## config.mk

```make
export PLATFORM = sky130hd
export DESIGN_NAME = pteq_ptr_table
export DESIGN_NICKNAME = d
export VERILOG_FILES = /design/src/sv/pteq_pkg.sv /design/src/sv/pteq_ptr_table.sv
export SDC_FILE = /design/constraint.sdc
export NUM_CORES = 1
export LEC_CHECK = 0
export BUFFER_PORTS_ARGS = -buffer_cell sky130_fd_sc_hd__buf_2
export CAP_MARGIN = 20
export CORE_UTILIZATION = 30
export DETAILED_ROUTE_END_ITERATION = 7
export GPL_TIMING_DRIVEN = 0
export RECOVER_POWER = 50
export SLEW_MARGIN = 20
export SYNTH_ARGS = -nofsm -noshare
export SYNTH_HDL_FRONTEND = slang
export SYNTH_SLANG_ARGS = --single-unit
```

## constraint.sdc

```tcl
create_clock -name clk -period 6.22 [get_ports clk]
set_input_delay 0.933 -clock clk [delete_from_list [all_inputs] [get_ports clk]]
set_output_delay 0.933 -clock clk [all_outputs]
set_load 0.1 [all_outputs]
```

## src/sv/pteq_pkg.sv

```systemverilog
`default_nettype none
// ----------------------------------------------------------------------------
// pteq_pkg
// Types, codes and sizes shared by the per-task event queue modules.
// ----------------------------------------------------------------------------
package pteq_pkg;

  localparam int NUM_TASKS   = 16;
  localparam int QUEUE_DEPTH = 64;

  localparam int TASK_IDX_W = (NUM_TASKS > 1) ? $clog2(NUM_TASKS) : 1;
  localparam int PTR_W      = $clog2(QUEUE_DEPTH);
  localparam int REC_DEPTH  = NUM_TASKS * QUEUE_DEPTH;
  localparam int ADDR_W     = $clog2(REC_DEPTH);
  localparam int TASK_CMP_W = 9;

  localparam logic [1:0] OP_PUSH  = 2'd0;
  localparam logic [1:0] OP_POP   = 2'd1;
  localparam logic [1:0] OP_FLUSH = 2'd2;

  localparam logic [1:0] STAT_DONE    = 2'd0;
  localparam logic [1:0] STAT_EMPTY   = 2'd1;
  localparam logic [1:0] STAT_BADTASK = 2'd2;

  typedef enum logic {
    ST_IDLE,
    ST_READ
  } state_t;

  typedef struct packed {
    logic [7:0]         kind;
    logic signed [31:0] pa;
    logic signed [31:0] pb;
    logic signed [31:0] pc;
    logic [7:0]         win;
  } rec_t;

  typedef struct packed {
    logic                  apply;
    logic [1:0]            op;
    logic [TASK_IDX_W-1:0] idx;
  } ptr_cmd_t;

  typedef struct packed {
    logic [PTR_W-1:0] head;
    logic [PTR_W-1:0] tail;
    logic             empty;
    logic             drop;
  } ptr_info_t;

  function automatic logic [PTR_W-1:0] ring_next(input logic [PTR_W-1:0] p);
    logic [PTR_W-1:0] n;
    n = (p == PTR_W'(QUEUE_DEPTH - 1)) ? '0 : p + PTR_W'(1);
    return n;
  endfunction

  function automatic logic [ADDR_W-1:0] rec_addr(input logic [TASK_IDX_W-1:0] idx,
                                                 input logic [PTR_W-1:0] ptr);
    logic [ADDR_W-1:0] a;
    a = ADDR_W'(idx) * ADDR_W'(QUEUE_DEPTH) + ADDR_W'(ptr);
    return a;
  endfunction

endpackage
`default_nettype wire

```

## src/sv/pteq_ptr_table.sv

```systemverilog
`default_nettype none
// ----------------------------------------------------------------------------
// pteq_ptr_table
// Head and tail pointers of every queue, with the ring update per operation.
// ----------------------------------------------------------------------------
module pteq_ptr_table import pteq_pkg::*; (
  input  wire logic     clk,
  input  wire logic     rst_n,
  input  wire ptr_cmd_t cmd,
  output ptr_info_t     info
);

  logic [PTR_W-1:0] head_r [NUM_TASKS];
  logic [PTR_W-1:0] tail_r [NUM_TASKS];
  logic [PTR_W-1:0] head_nxt;
  logic [PTR_W-1:0] tail_nxt;
  logic [PTR_W-1:0] h;
  logic [PTR_W-1:0] t;
  logic [PTR_W-1:0] nh;

  always_comb begin
    h        = head_r[cmd.idx];
    t        = tail_r[cmd.idx];
    nh       = ring_next(h);
    head_nxt = h;
    tail_nxt = t;
    info.head  = h;
    info.tail  = t;
    info.empty = (h == t);
    info.drop  = (cmd.op == OP_PUSH) && (nh == t);
    unique case (cmd.op)
      OP_PUSH: begin
        head_nxt = nh;
        if (nh == t) begin
          tail_nxt = ring_next(t);
        end
      end
      OP_POP: begin
        if (h != t) begin
          tail_nxt = ring_next(t);
        end
      end
      OP_FLUSH: begin
        head_nxt = '0;
        tail_nxt = '0;
      end
      default: begin
      end
    endcase
  end

  always_ff @(posedge clk) begin
    if (!rst_n) begin
      for (int i = 0; i < NUM_TASKS; i++) begin
        head_r[i] <= '0;
        tail_r[i] <= '0;
      end
    end else if (cmd.apply) begin
      head_r[cmd.idx] <= head_nxt;
      tail_r[cmd.idx] <= tail_nxt;
    end
  end

endmodule
`default_nettype wire

```

==> impl_summary.md <==
Finish
The most common cell after layout, fill and taps aside is sky130_fd_sc_hd__nor2_1. The post-route netlist has 19.03% of its cells at a drive strength greater than 1. The number of nets in the layout is 745. Compared with the post-synthesis result, the final layout area differs by 12.51%.

The number of fill cells is 2983. The top cell types in the final layout, fill and taps aside, are sky130_fd_sc_hd__nor2_1 (195), sky130_fd_sc_hd__edfxtp_1 (192), sky130_fd_sc_hd__nand2_1 (51), sky130_fd_sc_hd__mux4_2 (47), sky130_fd_sc_hd__clkbuf_1 (38). The number of inserted diodes is 0.

Power
For this design the ratio of total power to cell area is 293.5 mW/mm2. The peak supply drop is 0.0001699 V. The total leakage power is 3.507 nW.

Detailed routing
The routed via count divided by cell count is 5.299. The detailed-routing iteration count for the pre-antenna-repair pass is 5. The average wire per cell in the routed design is 22.28 um.

Detailed routing inserted a total of 6051 vias. The DRC violations left is 0. After the first detailed-routing iteration, the DRC count stood at 758. The detailed-route wire length is 25.44 mm. The post-detailed-route count of antenna-violating nets is 0.

Floorplanning
From left edge to right edge, the die measures 178.0 um. In this run the standard cell core region covers 0.03051 mm2. The number of ports placed on the die boundary is 23.

The initial utilization of the core area, before any placement, comes to 30.45%. From bottom edge to top edge, the die measures 178.0 um. The row count is 64. The total die area is 0.03168 mm2.

Logic synthesis
Of all flip-flops after synthesis, the portion carrying an async set or reset was 0%. Each instance of the synthesized netlist takes up on average 13.35 um2. The number of different library cells in the post-synthesis netlist is 64. The combined area of all synthesized cells is 0.009291 mm2. In this run, synthesis inferred 192 flip-flops with an integrated enable. In this run, synthesis produced a sequential element count of 192. The number of nets in the synthesized netlist is 707. The number of instances in the synthesized netlist is 696. The most used flip-flop cell after synthesis is sky130_fd_sc_hd__edfxtp_1. During synthesis, Yosys emitted a total of 0 warnings. For this run, the register share of the synthesized area comes to 62.05%.

Clock network
No sink is reached through more buffers than the 2 on the longest clock path. The later pin in the worst-skew pair is clocked with a latency of 0.44 ns. The H-tree generated during clock tree synthesis spans 4 levels. The number of clock buffers added by TritonCTS is 17.

The post-cts hold buffer count is 0. The tree is rooted in a sky130_fd_sc_hd__clkbuf_16. The number of resized instances in the post-cts repair step is 0. CTS saw 192 sinks. In this run the post-CTS setup repair buffer count came out at 0.

TritonCTS built the clock tree. The clock slew seen by the registers of the worst setup and hold paths is 0.07 ns.

Global route
The via count of the first global-routing pass is 6011. The first global-routing pass estimated 37.54 mm of wire. The total global routing overflow is 0. Entering global routing, the biggest net connects 18 pins. The initial antenna violation count is 0. Global routing used 16.73% of the available tracks.

STA
The number of setup violations in the final report is 0. The clock period minus final worst setup slack is 5.741 ns. The number of endpoints with negative hold slack in the final report is 0. The share of the clock period used by the worst path after layout is 92.29%. The max-slew violation total from the final report is 0. For the final routed database, the setup TNS stands at 0 ns. Across the routed clock network, the largest skew measured is 0.01229 ns. The relative slew slack is 23.36%. In the post-route analysis, the smallest setup slack over all paths is 0.4793 ns. The measured slew at the worst slew-check pin is 1.155 ns. Setup repair after global routing left no endpoint under its margin. The maximum clock frequency is 0.1742 GHz. The tightest hold path in the finished design has a slack of 1.256 ns.

Placement
The post-DP HPWL is 17.80 mm. Timing analysis after detailed placement gives a worst setup slack of 0.4646 ns. The final estimated routing congestion in global placement is 0.8246.

In this run the tool buffered the top-level ports with 19 buffer cells.

Setup path
The start-to-end type of the worst setup path is in2out. STA puts the critical path data arrival time at 4.81 ns. STA classifies the critical path startpoint as a primary input. The required time reported for the critical path endpoint is 5.29 ns.

The type of element capturing the critical path is an output pin. The highest net fanout along the worst path is 10.

Outcome
The flow ran to the end, and the final reports show no timing, DRC or antenna violations.

Worst hold path
The min-delay analysis places its worst path in the category in2reg.

Flow run
The number of max-cap violations is 0.
[power by group]
part,switching [mW],internal [mW]
Clock,0.503,0.603
Combinational,0.347,0.131
Sequential,0.0128,1.47
Total,0.863,2.20
[cells by family (layout without fill, tap and decap cells)]
family,count (synthesis),count (layout),share of synthesized area [%]
and+or+nand+nor,301,301,14.31
DFF,192,192,62.05
AOI/OAI and AO/OA,75,75,6.720
buffers and inverters,64,114,3.676
muxes,58,58,12.59
xor gates and xnor gates,4,4,0.3771
adders and majority gates,2,2,0.2693
[registers in the layout (all words and copies together) (netlist names)]
name	cells
head_r	96
tail_r	96
[cell usage after synthesis, types with 2 or more instances]
master	instances	share of area (%)
sky130_fd_sc_hd__nor2_1	195	7.9
sky130_fd_sc_hd__edfxtp_1	192	62
sky130_fd_sc_hd__nand2_1	51	2.1
sky130_fd_sc_hd__mux4_2	47	11
sky130_fd_sc_hd__clkbuf_1	33	1.3
sky130_fd_sc_hd__a22oi_1	19	1.5
sky130_fd_sc_hd__a21oi_1	14	0.75
sky130_fd_sc_hd__buf_2	14	0.75
sky130_fd_sc_hd__mux2i_1	10	1.1
sky130_fd_sc_hd__nor2_4	10	1.2
sky130_fd_sc_hd__nand3_1	9	0.48
sky130_fd_sc_hd__nor3_1	8	0.43
sky130_fd_sc_hd__buf_6	7	0.85
sky130_fd_sc_hd__and2_1	6	0.40
sky130_fd_sc_hd__o21ai_0	6	0.32
sky130_fd_sc_hd__inv_1	5	0.20
sky130_fd_sc_hd__nor2b_1	5	0.34
sky130_fd_sc_hd__buf_4	4	0.32
sky130_fd_sc_hd__o211a_1	3	0.32
sky130_fd_sc_hd__o211ai_1	3	0.24
sky130_fd_sc_hd__or2_2	3	0.20
sky130_fd_sc_hd__xor2_1	3	0.28
sky130_fd_sc_hd__a211oi_1	2	0.16
sky130_fd_sc_hd__a21o_1	2	0.16
sky130_fd_sc_hd__ha_1	2	0.27
sky130_fd_sc_hd__o21a_1	2	0.16
sky130_fd_sc_hd__o22ai_1	2	0.13
sky130_fd_sc_hd__o311a_1	2	0.22
sky130_fd_sc_hd__or4_1	2	0.16
[layer usage]
| metal | vias up | global-route usage (%) | share of wire [%] |
|---|---|---|---|
| met4 | 0 | 6.054 | 2.9 |
| met2 | 220 | 28.06 | 50 |
| met1 | 3134 | 21.37 | 41 |
| met3 | 40 | 3.282 | 6.3 |
| li1 | 2657 | - | - |
| met5 | - | 0 | 0 |
[critical path: stages]
cell	delay, ns
sky130_fd_sc_hd__buf_6	0.14
sky130_fd_sc_hd__buf_6	0.22
sky130_fd_sc_hd__clkbuf_1	0.69
sky130_fd_sc_hd__mux4_2	0.59
sky130_fd_sc_hd__a22oi_1	0.38
sky130_fd_sc_hd__nand2_2	0.21
sky130_fd_sc_hd__xor2_1	0.27
sky130_fd_sc_hd__a2111oi_0	0.52
sky130_fd_sc_hd__o211a_1	0.24
sky130_fd_sc_hd__buf_4	0.16
sky130_fd_sc_hd__buf_2	0.44
[area by class of cell]
type	instances	area, um2	share of cell area, %
inverter	5	18.77	0.1795
clock buffer	19	432.9	4.141
sequential	192	5766	55.15
multi-input combinational	440	3184	30.46
buffer	59	315.3	3.016
tap	396	495.5	4.740
timing repair buffer	19	92.59	0.8857
clock inverter	12	148.9	1.424
[worst paths after layout]
kind | from | to | slack [ns] | depth (start not counted)
min | cmd[6] | tail_r[11][4] | 1.26 | 5
max | cmd[0] | info[1] | 0.48 | 11
min reg2reg | tail_r[10][1] | tail_r[7][1] | 1.32 | 5
max reg2reg | head_r[2][4] | tail_r[4][0] | 1.98 | 12
[per-stage QoR]
stage	instances	util, %	power, mW	instance area (um2)
after floorplan	696	-	1.851	9291
after global placement	1111	32.39	1.986	9882
after detailed placement	1111	32.39	1.990	9882
after CTS	1142	34.30	3.069	10460
after global routing	1142	34.26	3.152	10450
final	1142	34.26	3.068	10450
Note: power is estimated with default switching activity, not from simulation.
